[src/rtl/kclp_pkg.sv]
// Package with the word types, phase encoding and character constants of the list parser.
`timescale 1ns / 1ps

package kclp_pkg;

  // Input word: one text character or the end-of-text command.
  typedef struct packed {
    logic       cmd;
    logic [7:0] ch;
  } kclp_in_t;

  // Result word: one closed record.
  typedef struct packed {
    logic        record_ok;
    logic [31:0] entry_id;
    logic [31:0] amount;
    logic        list_done;
  } kclp_out_t;

  // Position inside the current record.
  typedef enum logic [2:0] {
    PH_PRE_ENTRY  = 3'd0,
    PH_ENTRY      = 3'd1,
    PH_POST_ENTRY = 3'd2,
    PH_PRE_COUNT  = 3'd3,
    PH_COUNT      = 3'd4,
    PH_POST_COUNT = 3'd5,
    PH_BAD        = 3'd6
  } kclp_phase_t;

  // Command codes.
  localparam logic CMD_CHAR = 1'b0;
  localparam logic CMD_END  = 1'b1;

  // Character codes.
  localparam logic [7:0] CH_COMMA = 8'h2C;
  localparam logic [7:0] CH_COLON = 8'h3A;
  localparam logic [7:0] CH_ZERO  = 8'h30;
  localparam logic [7:0] CH_NINE  = 8'h39;
  localparam logic [7:0] CH_TAB   = 8'h09;
  localparam logic [7:0] CH_CR    = 8'h0D;
  localparam logic [7:0] CH_SPACE = 8'h20;

  // Saturation limit of both decimal fields.
  localparam logic [31:0] SAT_MAX = 32'hFFFF_FFFF;

endpackage

[src/rtl/kclp_digit_acc.sv]
// Decimal digit accumulator: acc * 10 + digit, saturating at the 32-bit maximum.
`timescale 1ns / 1ps

module kclp_digit_acc (
  input  logic [31:0] acc,
  input  logic [3:0]  digit,
  output logic [31:0] acc_next
);
  import kclp_pkg::*;

  logic [35:0] wide_acc;
  logic [35:0] sum;

  // Times ten as two shifted copies, then add the digit.
  always_comb begin
    wide_acc = {4'b0000, acc};
    sum      = (wide_acc << 3) + (wide_acc << 1) + {32'd0, digit};
    if (|sum[35:32]) begin
      acc_next = SAT_MAX;
    end else begin
      acc_next = sum[31:0];
    end
  end

endmodule

[src/rtl/key_count_list_parser_unit.sv]
// Top level of the entry:count list parser with input register and result register.
// A word that closes a record passes through the input register and then, when the parse
// stage advances, into the result register, from which the result handshake takes it.
// Throughput: one character word per cycle while the result side keeps taking words;
// the limit is the single parse stage that updates phase and accumulators per character.
// Reset (rst, synchronous, active high) empties both registers and returns the parser
// to the start of a record with both accumulators at zero.
`timescale 1ns / 1ps

module key_count_list_parser_unit (
  input  logic               clk,
  input  logic               rst,
  input  logic               in_valid,
  output logic               in_ready,
  input  kclp_pkg::kclp_in_t  in_data,
  output logic               out_valid,
  input  logic               out_ready,
  output kclp_pkg::kclp_out_t out_data
);
  import kclp_pkg::*;

  // Input register.
  logic        s1_valid;
  kclp_in_t    s1_data;

  // Record state.
  kclp_phase_t phase;
  kclp_phase_t phase_next;
  logic [31:0] entry_accum;
  logic [31:0] entry_accum_next;
  logic [31:0] count_accum;
  logic [31:0] count_accum_next;

  // Character decode and handshake control.
  logic        is_close;
  logic        is_ws;
  logic        is_digit;
  logic        is_colon;
  logic        in_count;
  logic        s1_advance;
  logic        out_load;
  logic        rec_ok;
  logic [31:0] acc_in;
  logic [31:0] acc_out;
  kclp_out_t   result;

  // Decode the registered character.
  always_comb begin
    is_close = (s1_data.cmd == CMD_END) || (s1_data.ch == CH_COMMA);
    is_ws    = ((s1_data.ch >= CH_TAB) && (s1_data.ch <= CH_CR)) || (s1_data.ch == CH_SPACE);
    is_digit = (s1_data.ch >= CH_ZERO) && (s1_data.ch <= CH_NINE);
    is_colon = (s1_data.ch == CH_COLON);
    in_count = (phase == PH_PRE_COUNT) || (phase == PH_COUNT);
  end

  // The stage moves on unless it must write a result into a full result register that is not being read out.
  assign s1_advance = s1_valid && (!is_close || !out_valid || out_ready);
  assign out_load   = s1_advance && is_close;
  assign in_ready   = !s1_valid || s1_advance;

  // One shared accumulator for whichever field is being read.
  assign acc_in = in_count ? count_accum : entry_accum;

  kclp_digit_acc u_acc (
    .acc      (acc_in),
    .digit    (s1_data.ch[3:0]),
    .acc_next (acc_out)
  );

  // Next phase.
  always_comb begin
    phase_next = phase;
    if (is_close) begin
      phase_next = PH_PRE_ENTRY;
    end else if (is_ws) begin
      case (phase)
        PH_ENTRY: phase_next = PH_POST_ENTRY;
        PH_COUNT: phase_next = PH_POST_COUNT;
        default:  phase_next = phase;
      endcase
    end else if (is_digit) begin
      case (phase)
        PH_PRE_ENTRY, PH_ENTRY: phase_next = PH_ENTRY;
        PH_PRE_COUNT, PH_COUNT: phase_next = PH_COUNT;
        default:                phase_next = PH_BAD;
      endcase
    end else if (is_colon) begin
      case (phase)
        PH_ENTRY, PH_POST_ENTRY: phase_next = PH_PRE_COUNT;
        default:                 phase_next = PH_BAD;
      endcase
    end else begin
      phase_next = PH_BAD;
    end
  end

  // Accumulators and the result word.
  always_comb begin
    entry_accum_next = entry_accum;
    count_accum_next = count_accum;
    rec_ok = ((phase == PH_COUNT) || (phase == PH_POST_COUNT)) && (count_accum != 32'd0);
    result.record_ok = rec_ok;
    result.entry_id  = rec_ok ? entry_accum : 32'd0;
    result.amount    = rec_ok ? count_accum : 32'd0;
    result.list_done = s1_data.cmd;
    if (is_close) begin
      entry_accum_next = 32'd0;
      count_accum_next = 32'd0;
    end else if (is_digit && !is_ws) begin
      if ((phase == PH_PRE_ENTRY) || (phase == PH_ENTRY)) begin
        entry_accum_next = acc_out;
      end else if (in_count) begin
        count_accum_next = acc_out;
      end
    end
  end

  // Input register.
  always_ff @(posedge clk) begin
    if (rst) begin
      s1_valid <= 1'b0;
    end else if (in_ready) begin
      s1_valid <= in_valid;
    end
  end

  always_ff @(posedge clk) begin
    if (in_ready && in_valid) begin
      s1_data <= in_data;
    end
  end

  // Record state.
  always_ff @(posedge clk) begin
    if (rst) begin
      phase       <= PH_PRE_ENTRY;
      entry_accum <= 32'd0;
      count_accum <= 32'd0;
    end else if (s1_advance) begin
      phase       <= phase_next;
      entry_accum <= entry_accum_next;
      count_accum <= count_accum_next;
    end
  end

  // Result register.
  always_ff @(posedge clk) begin
    if (rst) begin
      out_valid <= 1'b0;
    end else if (out_load) begin
      out_valid <= 1'b1;
    end else if (out_ready) begin
      out_valid <= 1'b0;
    end
  end

  always_ff @(posedge clk) begin
    if (out_load) begin
      out_data <= result;
    end
  end

endmodule

[config.mk]
export PLATFORM = sky130hd
export DESIGN_NAME = key_count_list_parser_unit
export DESIGN_NICKNAME = d
export VERILOG_FILES = /design/src/rtl/kclp_pkg.sv /design/src/rtl/kclp_digit_acc.sv /design/src/rtl/key_count_list_parser_unit.sv
export SDC_FILE = /design/constraint.sdc
export NUM_CORES = 1
export LEC_CHECK = 0
export ABC_AREA = 0
export BUFFER_PORTS_ARGS = -buffer_cell sky130_fd_sc_hd__buf_2
export CAP_MARGIN = 30
export CORE_ASPECT_RATIO = 1.5
export CORE_MARGIN = 4
export CORE_UTILIZATION = 60
export DETAILED_ROUTE_END_ITERATION = 6
export HOLD_SLACK_MARGIN = 0.1
export PLACE_DENSITY = 0.81
export SYNTH_ARGS = -nofsm -noshare
export SYNTH_HDL_FRONTEND = slang
export SYNTH_HIERARCHICAL = 1
export SYNTH_SLANG_ARGS = --single-unit
[constraint.sdc]
create_clock -name clk -period 7.7 [get_ports clk]
set_input_delay 0.77 -clock clk [delete_from_list [all_inputs] [get_ports clk]]
set_output_delay 0.77 -clock clk [all_outputs]
set_load 0.01 [all_outputs]
# Word level (Yosys, flattened, before mapping)
# Cells that the tools add are included.
dict set report classes {
  order_cmp 4
  n_reduce_logical 32
  add_sub_neg 2
  n_eq_ne 10
  n_mux 18
}
# operator count
set ops {}
lappend ops {{$mux 32} 9}
lappend ops {{$add 35x33->36} 1}
lappend ops {{$add 36x4->36} 1}
lappend ops {{$reduce_bool 32->1} 1}
lappend ops {{$eq 8x6->1 const B} 3}
lappend ops {{$mux 3} 5}
lappend ops {{$pmux 3 s2} 2}
lappend ops {{$ge 8x4->1 const B} 1}
lappend ops {{$ge 8x6->1 const B} 1}
lappend ops {{$le 8x4->1 const B} 1}
lappend ops {{$le 8x6->1 const B} 1}
lappend ops {{$logic_or 1x1->1} 8}
lappend ops {{$reduce_bool 2->1} 4}
lappend ops {{$logic_and 1x1->1} 7}
lappend ops {{$eq 3x2->1 const B} 2}
lappend ops {{$eq 3x3->1 const B} 2}
lappend ops {{$reduce_or 2->1} 3}
lappend ops {{$logic_not 1->1} 4}
lappend ops {{$ne 4x2->1 const B} 1}
lappend ops {{$reduce_and 4->1} 1}
lappend ops {{$reduce_or 4->1} 1}
lappend ops {{$eq 3x1->1 const B} 1}
lappend ops {{$logic_not 3->1} 1}
lappend ops {{$reduce_and 3->1} 1}
lappend ops {{3 further kinds} 4}
dict set report totals {
  reg_bits 144
  in_bits 13
  elab_cells 77
}

# Logic depth before layout (Yosys ltp)
# Gate-level depths: netlist of the first run.
dict set report logic_depth {
  ltp_word 11
  depth_mapped 20
  mapped_depth_nobuf 16
}

# By module
# Netlist of the first run, hierarchy kept.
# module instances cells_per_inst area_per_inst_um2
set modules_own_cells {}
lappend modules_own_cells {key_count_list_parser_unit 1 408 5655.4}
lappend modules_own_cells {kclp_digit_acc 1 348 2488.6}

# Worst setup path before layout of the first run
# OpenSTA, ideal clock, no wires.
dict set report synth_timing {
  path_type {register to register}
  startpoint {reg phase[0]}
  endpoint {reg count_accum[10]}
  t_arrival_ns 4.480
  path_stages_with_launch 18
  required_time_ns 7.583
  setup_slack_ns 3.102
  synth_period_minus_slack_ns 4.598
  cell_sequence {dfxtp_1 -> clkbuf_1 -> nor3b_2 -> or2_2 -> clkbuf_1 -> buf_2 -> mux2_2 -> fa_1 -> ha_1 -> a21oi_1 -> nor2_1 -> or3_1 -> o211ai_1 -> nand3_1 -> o311ai_1 -> clkbuf_1 -> nand3_1 -> a22o_2}
}
dict set report synth_via {
  elab_chain_cells 11
}
# element line_no
set synth_lines {}
lappend synth_lines {{from (decl)} key_count_list_parser_unit.sv:27} ;# kclp_phase_t phase;
lappend synth_lines {{from (signal assigned)} key_count_list_parser_unit.sv:140} ;# phase <= phase_next;
lappend synth_lines {{$eq 3x2->1 or $eq 3x3->1 (tied branches)} key_count_list_parser_unit.sv:53} ;# in_count = (phase == PH_PRE_COUNT) || (phase == PH_COUNT);
lappend synth_lines {{$logic_or 1x1->1 *} key_count_list_parser_unit.sv:53}
lappend synth_lines {{$mux 32 *} key_count_list_parser_unit.sv:62} ;# assign acc_in = in_count ? count_accum : entry_accum;
lappend synth_lines {{named net acc_in[2]} key_count_list_parser_unit.sv:43} ;# logic [31:0] acc_in;
lappend synth_lines {{$add 35x33->36 *} kclp_digit_acc.sv:17} ;# sum = (wide_acc << 3) + (wide_acc << 1) + {32'd0, digit};
lappend synth_lines {{$add 36x4->36 *} kclp_digit_acc.sv:17}
lappend synth_lines {{$reduce_or 4->1} kclp_digit_acc.sv:18} ;# if (|sum[35:32]) begin
lappend synth_lines {{$mux 32 *} kclp_digit_acc.sv:18}
lappend synth_lines {{named net acc_out[10]} key_count_list_parser_unit.sv:44} ;# logic [31:0] acc_out;
lappend synth_lines {{$mux 32 *} key_count_list_parser_unit.sv:112} ;# end else if (in_count) begin
lappend synth_lines {{$mux 32 *} key_count_list_parser_unit.sv:110} ;# if ((phase == PH_PRE_ENTRY) || (phase == PH_ENTRY)) begin
lappend synth_lines {{$mux 32 *} key_count_list_parser_unit.sv:109} ;# end else if (is_digit && !is_ws) begin
lappend synth_lines {{$mux 32 *} key_count_list_parser_unit.sv:106} ;# if (is_close) begin
lappend synth_lines {{to (signal assigned)} key_count_list_parser_unit.sv:142} ;# count_accum <= count_accum_next;
lappend synth_lines {{to (decl)} key_count_list_parser_unit.sv:31} ;# logic [31:0] count_accum;
# The timed path passes the listed nets; every way through them passes the cells marked *. The select of a mux whose other input is x is not followed.
# A chain may end at the register's enable or synchronous reset.

# Final worst setup path of the first run
dict set report layout_timing {
  startpoint {reg phase[2]}
  endpoint {reg count_accum[27]}
}
# The elaborated chain is that of the path after synthesis.

==> results of run 1 <==
==> through the flow <==
step / std cells / hold slack [ps]
6_report: 994 / 459
2_1_floorplan: 756 / 426
3_3_place_gp: 961 / 439
5_1_grt: 994 / 483
4_1_cts: 993 / 464
3_5_place_dp: 961 / 450
==> flip-flops by register name, summed over array words and instances (netlist names) <==
register,flops
result,1
out_data,66
phase,3
out_valid,1
entry_accum,32
s1_valid,1
count_accum,32
s1_data,8
==> cell families after synthesis <==
| logic type | share of synthesized area |
|---|---|
| AND/OR/NAND/NOR | 0.161 |
| AO/OA/AOI/OAI | 0.177 |
| flip-flops | 0.446 |
| adder cells (fa/ha/maj) | 0.102 |
| buffers and inverters | 0.0349 |
| multiplexers | 0.0481 |
| XOR/XNOR | 0.0312 |
==> cells in the mapped netlist, drive strengths merged (2+ instances only) <==
| master | n |
|---|---|
| o211ai | 8 |
| nor2b | 5 |
| a21boi | 2 |
| nand2 | 39 |
| buf | 16 |
| inv | 14 |
| a211o | 2 |
| a21o | 7 |
| nor2 | 31 |
| a22o | 64 |
| nor4 | 10 |
| o21a | 3 |
| a21oi | 49 |
| nor3 | 6 |
| clkbuf | 25 |
| o311ai | 2 |
| and2 | 69 |
| a221o | 2 |
| mux2 | 33 |
| and4 | 2 |
| nand3 | 38 |
| ha | 63 |
| nand4 | 7 |
| nor3b | 2 |
| a31oi | 4 |
| o31ai | 2 |
| a211oi | 6 |
| o21ai | 22 |
| fa | 2 |
| o21bai | 5 |
| and3 | 4 |
| nand3b | 6 |
| or3 | 3 |
| xor2 | 16 |
| nand2b | 6 |
| or3b | 2 |
| mux2i | 2 |
| dfxtp | 69 |
| edfxtp | 75 |
| xnor2 | 13 |
==> layout by cell type (no fill, tap or decap), types with 3 or more instances in the layout <==
cell	synthesis	layout
a21oi_1	47	47
nand4_1	7	7
xor2_1	16	16
clkinv_4	0	3
o21bai_1	5	5
inv_1	14	14
o211ai_1	8	8
mux2_2	32	32
dfxtp_1	69	69
a31oi_1	4	4
a22o_1	32	32
nand2b_1	6	6
o21ai_0	22	22
and3_1	4	4
edfxtp_1	75	75
buf_2	5	80
bufinv_16	0	4
a22o_2	32	32
buf_4	3	7
nand3b_1	6	6
nor2b_1	5	5
nor2_1	31	28
nor3_1	6	5
a211oi_1	5	5
nand2_1	39	39
and2_1	69	69
a21o_1	7	7
o21a_1	3	3
nor4_1	10	10
ha_1	63	63
nand3_1	38	38
xnor2_1	13	13
clkbuf_16	0	17
==> power by group through the flow <==
stage / Clock (mW) / Sequential [mW] / Combinational (mW)
6_report: 0.873 / 0.822 / 0.0543
5_1_grt: 0.914 / 0.823 / 0.0593
4_1_cts: 0.879 / 0.822 / 0.0520
3_5_place_dp: 0 / 0.838 / 0.0519
3_3_place_gp: 0 / 0.837 / 0.0498
2_1_floorplan: 0 / 0.840 / 0.0338
==> critical path, cell delays in order, from the launching register on <==
cell and delay (ps):
dfxtp_1 460, nor3b_2 350, or2_2 730, mux2_2 430
ha_1 300, ha_1 430, and4_1 260, a311oi_2 380
nor2_1 110, and2_1 150, a221o_1 320, or3_4 350
a211oi_4 550, buf_4 370, nand3_1 170, a22o_2 260
==> final timing paths <==
path / start / endpoint / cells after the start
hold / removal: result[0] / out_data[0] / 0
setup / recovery: phase[2] / count_accum[27] / 15
setup reg to reg: phase[2] / count_accum[27] / 15
hold reg to reg: result[0] / out_data[0] / 0
==> layer usage <==
metal / vias up / part of all wire / track usage
met5: - / 0 / 0
met4: 0 / 0.021 / 0.0966
met3: 42 / 0.042 / 0.0445
met2: 213 / 0.54 / 0.470
met1: 3000 / 0.39 / 0.280
li1: 2977 / - / -
==> cell type report <==
cell class,count,area share
multi-input combinational,557,0.461
clock inverter,12,0.0196
tap,159,0.0215
timing repair buffer,88,0.0518
inverter,14,0.00567
clock buffer,20,0.0482
sequential,144,0.392
==> qor.csv, run 1 <==
stage,metric,value,unit
layout,ANT cells,0,
layout,fin area,9270,sq um
drt,drt drc,0,
cts,CTS HTree Levels,4,
timing,final setup TNS,0,ps
layout,share of cells above drive strength 1,0.242,
timing,worst-margin pin slew,1030,ps
timing,Fin Clk Skew,9.15,ps
global_route,initial antenna violation count,0,
logic_synthesis,post-synthesis sequential area ratio,0.446,
critical_path,Worst setup SP type,flop,
layout,Final Net Count,900,
run,Max Cap Viol,0,
timing,Final Max Slew Viols,0,
cts,Clock Path Buffers,2,
global_route,grt total ovfl,0,
logic_synthesis,number of synthesized register bits,144,
critical_path,CP max FO,32,
global_route,first-pass GRT wire length,31.0,mm
critical_path,R2R setup slack,1940,ps
critical_path,Worst EP required,8010,ps
critical_path,endpoint class of the critical path,flop,
layout,footprint of the multi-input gates,4280,sq um
cts,root buffer cell,clkbuf_16,
logic_synthesis,Post-synth EDFFs,75,
cts,CTS buffer count,17,
floorplanning,total die area,15500,sq um
timing,Final setup viols,0,
cts,CTS tree,built,
logic_synthesis,Synth area leaders,"edfxtp_1 (28%), dfxtp_1 (17%), ha_1 (9.7%)",
outcome,outcome,"finished, final reports clean",
cts,clk_lat worst skew,420,ps
global_route,vias in the first global route,6429,
placement,PortBufs,80,
logic_synthesis,post-synthesis cell type count,70,
power,pwr/cell area,189,nW/um^2
logic_synthesis,Synth Area per Inst,10.8,sq um
logic_synthesis,ys async rst share,0,
power,clock share of power,0.499,
logic_synthesis,post-synth top area share,0.277,
timing,Final WS setup,1940,ps
cts,Post-CTS Setup Bufs,0,
drt,initial DRC count,321,
placement,Setup Slack @ Placement,2010,ps
layout,fin util,0.705,
logic_synthesis,syn nets,834,
power,Internal Power,1.39,mW
placement,Post-DP Area,8610,sq um
floorplanning,placeable core area,13100,sq um
global_route,GRT Util Overall,0.253,
timing,RSZ-0062 raised after global routing,false,
floorplanning,row cnt,51,
timing,fin crit period,5760,ps
timing,Worst slew margin,0.312,
power,sw power,0.362,mW
floorplanning,num ports,81,
logic_synthesis,dominant synthesized flop cell,edfxtp_1,
critical_path,Crit path arrival time,6070,ps
power,switch share,0.207,
floorplanning,Die Width,103,microns
drt,TritonRoute pass-1 iters,5,
drt,Avg WL per Cell,19.1,microns
placement,Final HPWL DP,13.5,mm
power,sequential share of power,0.470,
logic_synthesis,post-synthesis cell area,8140,sq um
min_path,Hold WC Path Type,reg -> reg,
cts,post-CTS resize count,0,
floorplanning,Die Height,151,microns
timing,Fmax,174,MHz
placement,RePlAce Congestion,0.956,
timing,Final Hold Fails,0,
layout,Syn-to-layout area delta,13.8,%
logic_synthesis,Yosys top cell by area,edfxtp_1,
layout,Reg area,3630,sq um
cts,CTS Hold Bufs,0,
cts,CTS Sinks,144,
layout,Fill cells,929,
drt,number of vias per cell,6.27,
logic_synthesis,Synth Warn #,6,
global_route,largest net degree at the start of global routing,36,
logic_synthesis,post-synthesis cell count,756,
power,leakage power,4.07,nW
cts,clock-pin slew on the worst setup and hold paths,60,ps
timing,Tcrit/Tclk final,0.748,
drt,Post-DRT Antenna Nets,0,
power,Comb pwr share,0.031,
drt,drt total wl,19.0,mm
critical_path,Setup CP Type,reg -> reg,
drt,routed via count,6232,
floorplanning,Initial Util,0.620,
power,total power,1.75,mW
power,peak supply drop,136,uV
No activity file was read; power rests on OpenSTA's default activity.
==> run 2: changes to the inputs <==
==> constraint.sdc (replaced) <==
create_clock -name clk -period 5.52 [get_ports clk]
set_input_delay 0.552 -clock clk [delete_from_list [all_inputs] [get_ports clk]]
set_output_delay 0.552 -clock clk [all_outputs]
set_load 0.01 [all_outputs]
==> qor.csv, run 2 (synthesis results as in run 1) <==
stage,metric,value,unit,change
layout,ANT cells,0,,unchanged
drt,number of vias per cell,6.28,,+0.21%
critical_path,CP max FO,18,,-44%
global_route,initial antenna violation count,0,,unchanged
layout,largest registers,"out_data: 66 flops, count_accum: 32 flops, entry_accum: 32 flops",,
power,leakage power,4.06,nW,-0.27%
layout,Reg with most FFs,out_data,,
global_route,vias in the first global route,6489,,+0.93%
floorplanning,Initial Util,0.620,,unchanged
cts,Clock Path Buffers,2,,unchanged
cts,CTS HTree Levels,4,,unchanged
power,switch share,0.215,,+0.00798
critical_path,Worst EP required,5860,ps,-2150 ps
placement,PortBufs,80,,unchanged
drt,initial DRC count,308,,-4.0%
outcome,outcome,"finished, final reports clean",,
min_path,Hold Path Stages,1,,+1
critical_path,CP top delay family,compound AO/OA/AOI/OAI gates,,
drt,TritonRoute pass-1 iters,5,,unchanged
timing,Final Max Slew Viols,0,,unchanged
timing,Tcrit/Tclk final,0.944,,+0.195
floorplanning,total die area,15500,sq um,unchanged
power,clock share of power,0.491,,-0.008
global_route,GRT Util Overall,0.256,,+0.00237
critical_path,Worst path depth,16,,+1
layout,Syn-to-layout area delta,13.6,%,
floorplanning,num ports,81,,unchanged
cts,CTS Sinks,144,,unchanged
cts,clock-pin slew on the worst setup and hold paths,60,ps,about the same
critical_path,slowest CP cell,dfxtp_1,,
critical_path,Setup CP Type,reg -> reg,,
layout,max FFs per register,66,,unchanged
min_path,worst hold start,in_data[4],,
cts,clk_lat worst skew,410,ps,about the same
critical_path,crit-path cells,nor3b_2 > or2_4 > buf_4 > mux2_2 > ha_1 > ha_1 > a21o_1 > o21bai_1 > a211oi_1 > mux2_2 > a41o_1 > a221oi_1 > a211oi_4 > buf_4 > nand3_1 > a22o_1,,
power,sw power,0.515,mW,+42%
power,peak supply drop,211,uV,+55%
layout,share of cells above drive strength 1,0.245,,+0.00271
critical_path,endpoint class of the critical path,flop,,
cts,root buffer cell,clkbuf_16,,
placement,RePlAce Congestion,0.986,,+3.1%
min_path,Hold WC Path Type,in -> reg,,
critical_path,CP peak stage delay,490,ps,-240 ps
power,sequential share of power,0.478,,+0.008
drt,drt total wl,19.4,mm,+2.0%
cts,Post-CTS Setup Bufs,0,,unchanged
critical_path,Buf/Inv on CP,2,,+1
critical_path,Crit path arrival time,5550,ps,-520 ps
drt,Post-DRT Antenna Nets,0,,unchanged
run,Max Cap Viol,0,,unchanged
timing,WHS,316,ps,-144 ps
floorplanning,Die Width,103,microns,unchanged
power,Internal Power,1.88,mW,+36%
timing,final setup TNS,0,ps,unchanged
floorplanning,placeable core area,13100,sq um,unchanged
layout,"commonest cells after routing, fill and taps aside","buf_2 (80), edfxtp_1 (75), and2_1 (69), dfxtp_1 (69), ha_1 (63)",,
global_route,largest net degree at the start of global routing,36,,unchanged
critical_path,Worst setup SP type,flop,,
power,pwr/cell area,259,nW/um^2,+37%
placement,Final HPWL DP,13.9,mm,+3.2%
timing,Worst slew margin,0.304,,-0.00791
layout,"most common cell after layout, fill and taps aside",buf_2,,
timing,Final setup viols,0,,unchanged
layout,Fill cells,928,,-0.11%
floorplanning,row cnt,51,,unchanged
timing,Fmax,192,MHz,+11%
layout,Final Net Count,903,,+0.33%
critical_path,CP startpoint,phase[2],,
timing,Final Hold Fails,0,,unchanged
global_route,grt total ovfl,0,,unchanged
drt,Avg WL per Cell,19.4,microns,+1.7%
power,Comb pwr share,0.031,,about the same
cts,CTS buffer count,17,,unchanged
timing,RSZ-0062 raised after global routing,false,,
floorplanning,Die Height,151,microns,unchanged
cts,CTS tree,built,,
drt,routed via count,6264,,+0.51%
timing,Fin Clk Skew,17.0,ps,+7.82 ps
timing,fin crit period,5210,ps,-553 ps
critical_path,R2R setup slack,310,ps,-1630 ps
critical_path,r2r startpoint,phase[2],,
cts,CTS Hold Bufs,0,,unchanged
critical_path,r2r worst-path depth,16,,+1
global_route,first-pass GRT wire length,31.0,mm,about the same
layout,fin util,0.704,,-0.00124
timing,worst-margin pin slew,1040,ps,+11.8 ps
drt,drt drc,0,,unchanged
-- run 2: cell count changes in the layout (fill, tap and decap cells not counted), sizes merged --
cell and change:
clkinv -3, bufinv -1, clkbuf -1, clkinvlp +2, buf +3, inv +3
-- run 2: layout make-up --
cell class	instances	area [sq um]	area share
sequential	144	3630	0.393
clock inverter	13	174	0.0188
inverter	14	52.6	0.00568
timing repair buffer	91	483	0.0522
tap	159	199	0.0215
clock buffer	19	433	0.0468
multi-input combinational	557	4280	0.462
-- run 2: per-layer routing --
layer	track usage	up-vias	routed length (microns)
met2	0.472	207	10400
met5	0	-	0
met4	0.121	0	738
li1	-	2991	-
met1	0.272	3000	7390
met3	0.0482	66	825
-- run 2: path summary, 6_finish.rpt --
kind                                         to
worst max-delay path            entry_accum[18]
worst min-delay path                 s1_data[4]
worst max register to register  entry_accum[18]
worst min register to register      out_data[0]
-- run 2: power groups by stage --
stage                     combinational [mW]  sequential, mW  clock (mW)
after floorplan                       0.0472            1.17           0
after global placement                0.0703            1.17           0
after detailed placement              0.0726            1.17           0
after CTS                             0.0734            1.15        1.19
after global routing                  0.0798            1.15        1.23
final                                 0.0736            1.15        1.18
-- run 2: metrics by stage --
step                setup slack (ps)  cell area, sq um  instances  power (mW)
finish                           311              9250        997        2.40
global route                     135              9250        997        2.46
CTS                              233              9250        997        2.41
detailed placement               350              8640        965        1.24
global placement                 497              8640        965        1.24
floorplan                        922              8140        756        1.22
-- run 2: repair_timing --
item / in CTS / in global routing
hold endpoints to repair: 0 / 0
endpoints found under the setup margin: 0 / 13
gates resized for setup: 0 / 1
-- run 2: worst register-to-register path, stage by stage, from the launching register on --
cell and delay [ps]:
dfxtp_1 490, nor3b_2 380, or2_4 360, buf_4 300, mux2_2 390, ha_1 300
ha_1 390, a21o_1 200, o21bai_1 210, a211oi_1 490, mux2_2 400, a41o_1 200
a221oi_1 410, a211oi_4 80, buf_4 230, nand3_1 140, a22o_1 180
==> run 3: changes to the inputs <==
--- a/config.mk
+++ b/config.mk
@@ -7,7 +7,7 @@
 export LEC_CHECK = 0
 export ABC_AREA = 0
 export BUFFER_PORTS_ARGS = -buffer_cell sky130_fd_sc_hd__buf_2
-export CAP_MARGIN = 30
+export CAP_MARGIN = 15
 export CORE_ASPECT_RATIO = 1.5
 export CORE_MARGIN = 4
 export CORE_UTILIZATION = 60
@@ -16,5 +16,4 @@
 export PLACE_DENSITY = 0.81
 export SYNTH_ARGS = -nofsm -noshare
 export SYNTH_HDL_FRONTEND = slang
-export SYNTH_HIERARCHICAL = 1
 export SYNTH_SLANG_ARGS = --single-unit
==> qor.csv, run 3 <==
stage,metric,value,unit,change
floorplanning,Die Height,153,microns,+1.8%
floorplanning,placeable core area,13700,sq um,+3.9%
placement,RePlAce Congestion,0.976,,-1.1%
floorplanning,num ports,81,,unchanged
cts,root buffer cell,clkbuf_16,,
placement,Final HPWL DP,15.1,mm,+8.1%
drt,drt drc,0,,unchanged
layout,fin util,0.692,,-0.0118
layout,Final Net Count,993,,+10%
logic_synthesis,post-synth top area share,0.266,,-0.0102
critical_path,R2R setup slack,320,ps,about the same
logic_synthesis,Synth Area per Inst,9.78,sq um,-9.2%
global_route,GRT Util Overall,0.264,,+0.00803
power,leakage power,3.66,nW,-9.9%
layout,largest registers,"out_data: 66 flops, count_accum: 32 flops, entry_accum: 32 flops",,
layout,Syn-to-layout area delta,11.8,%,
logic_synthesis,post-synthesis cell type count,61,,-13%
logic_synthesis,Synth Warn #,0,,-6
logic_synthesis,dominant synthesized flop cell,edfxtp_1,,
global_route,GRT met3 Usage,0.0397,,-0.00855
cts,CTS tree,built,,
drt,Post-DRT Antenna Nets,0,,unchanged
logic_synthesis,ys async rst share,0,,unchanged
logic_synthesis,Yosys top cell by area,edfxtp_1,,
power,pwr/cell area,242,nW/um^2,-6.5%
global_route,M2 GR Usage,0.446,,-0.0261
logic_synthesis,Post-synth EDFFs,75,,unchanged
placement,Post-DP Area,8910,sq um,+3.0%
cts,clk_lat worst skew,420,ps,about the same
timing,Final Max Slew Viols,0,,unchanged
cts,CTS HTree Levels,4,,unchanged
critical_path,Worst EP required,5790,ps,-70 ps
drt,TritonRoute pass-1 iters,5,,unchanged
floorplanning,total die area,16100,sq um,+3.6%
timing,worst-margin pin slew,968,ps,-72.9 ps
run,Max Cap Viol,0,,unchanged
logic_synthesis,post-synthesis sequential area ratio,0.430,,-0.0165
timing,WHS,319,ps,+3.43 ps
drt,initial DRC count,602,,+95%
layout,fin area,9460,sq um,+2.2%
layout,max FFs per register,66,,unchanged
timing,fin crit period,5200,ps,-4.91 ps
layout,share of cells above drive strength 1,0.189,,-0.0558
logic_synthesis,Synth area leaders,"edfxtp_1 (27%), dfxtp_1 (16%), ha_1 (9.3%)",,
logic_synthesis,post-synthesis cell count,865,,+14%
global_route,first-pass GRT wire length,34.4,mm,+11%
drt,drt total wl,20.9,mm,+8.1%
power,peak supply drop,140,uV,-34%
timing,Worst slew margin,0.351,,+0.0472
floorplanning,Die Width,105,microns,+1.8%
critical_path,endpoint class of the critical path,flop,,
drt,routed via count,7049,,+13%
drt,Avg WL per Cell,19.2,microns,-1.0%
logic_synthesis,most frequent cell after synthesis,a21oi_1,,
layout,"most common cell after layout, fill and taps aside",a21oi_1,,
logic_synthesis,Synth top cells by count,"a21oi_1 (144), edfxtp_1 (75), dfxtp_1 (69)",,
placement,PortBufs,80,,unchanged
layout,Reg with most FFs,out_data,,
floorplanning,row cnt,52,,+2.0%
timing,Fin Clk Skew,11.9,ps,-5.04 ps
timing,Final Hold Fails,0,,unchanged
timing,Tcrit/Tclk final,0.943,,about the same
drt,number of vias per cell,6.47,,+3.0%
global_route,grt total ovfl,0,,unchanged
min_path,Hold WC Path Type,in -> reg,,
global_route,met1 usage,0.334,,+0.0619
timing,final setup TNS,0,ps,unchanged
logic_synthesis,syn nets,943,,+13%
global_route,largest net degree at the start of global routing,65,,+81%
global_route,GRT busiest layer,met2,,
timing,RSZ-0062 raised after global routing,false,,
global_route,initial antenna violation count,0,,unchanged
cts,CTS Sinks,144,,unchanged
logic_synthesis,post-synthesis cell area,8460,sq um,+3.8%
cts,CTS Hold Bufs,0,,unchanged
layout,ANT cells,0,,unchanged
timing,Final WS setup,315,ps,+4.91 ps
layout,"commonest cells after routing, fill and taps aside","a21oi_1 (144), buf_2 (80), edfxtp_1 (75)",,
critical_path,Worst setup SP type,flop,,
critical_path,CP max FO,31,,+13
placement,Setup Slack @ Placement,456,ps,+105 ps
cts,Post-CTS Setup Bufs,0,,unchanged
critical_path,Crit path arrival time,5470,ps,-80 ps
floorplanning,Initial Util,0.619,,about the same
cts,Clock Path Buffers,2,,unchanged
cts,CTS buffer count,17,,unchanged
cts,post-CTS resize count,0,,unchanged
outcome,outcome,"finished, final reports clean",,
logic_synthesis,number of synthesized register bits,144,,unchanged
global_route,vias in the first global route,6714,,+3.5%
cts,clock-pin slew on the worst setup and hold paths,60,ps,about the same
timing,Fmax,192,MHz,about the same
critical_path,Setup CP Type,reg -> reg,,
timing,Final setup viols,0,,unchanged
## run 3: cell count changes after synthesis, sizes merged, moves of 29 or more
cell   previous run  this run
a41oi             0        30
nand2            39        68
a22o             64         0
a21oi            49       147
a31oi             4        41
nand3            38         8
## run 3: worst paths after layout
check,from,cells after the start,to
worst max-delay path,phase[1],17,entry_accum[27]
worst min-delay path,in_data[8],1,result[0]
worst max register to register,phase[1],17,entry_accum[27]
worst min register to register,result[0],0,out_data[0]
## run 3: critical path: stages (launching register included)
cell	delay, ps
dfxtp_1	600
and3b_1	220
a21o_1	170
buf_4	230
mux2_2	380
ha_1	280
ha_1	200
inv_1	70
fa_1	390
nand2b_1	190
a21oi_2	200
o41ai_2	140
o41ai_2	540
a31oi_1	190
mux2_2	280
buf_4	320
nor2b_1	490
a31oi_1	150
## run 3: cell families after synthesis
kind of cell	count (synthesis)	synth area share
multiplexers	33	0.0441
AO/OA/AOI/OAI	291	0.216
adder cells (fa/ha/maj)	65	0.0979
AND/OR/NAND/NOR	227	0.140
flip-flops	144	0.430
buffers and inverters	74	0.0392
XOR/XNOR	31	0.0330
## run 3: power breakdown
group          internal, mW  leakage (nW)  switching [mW]
logic                0.0257          2.13          0.0589
registers              1.14          1.26          0.0108
clock network         0.615         0.270           0.440
## run 3: cell type report
class / count / area (sq um)
inverter: 14 / 52.6
multi-input combinational: 647 / 4540
clock buffer: 17 / 425
sequential: 144 / 3630
fill: 1050 / 4210
tap: 162 / 203
timing repair buffer: 91 / 483
clock inverter: 14 / 119
## run 3: through the flow
| stage | total power [mW] | std cells |
|---|---|---|
| after floorplan | 1.23 | 865 |
| after global placement | 1.25 | 1058 |
| after detailed placement | 1.26 | 1058 |
| after CTS | 2.30 | 1089 |
| after global routing | 2.36 | 1089 |
| final | 2.29 | 1089 |
## run 3: layer usage
metal  wire length, microns  vias to the layer above
met5                      0                        -
met4                    615                        0
met3                   1230                       46
met2                  10500                      312
met1                   8590                     3324
li1                       -                     3367
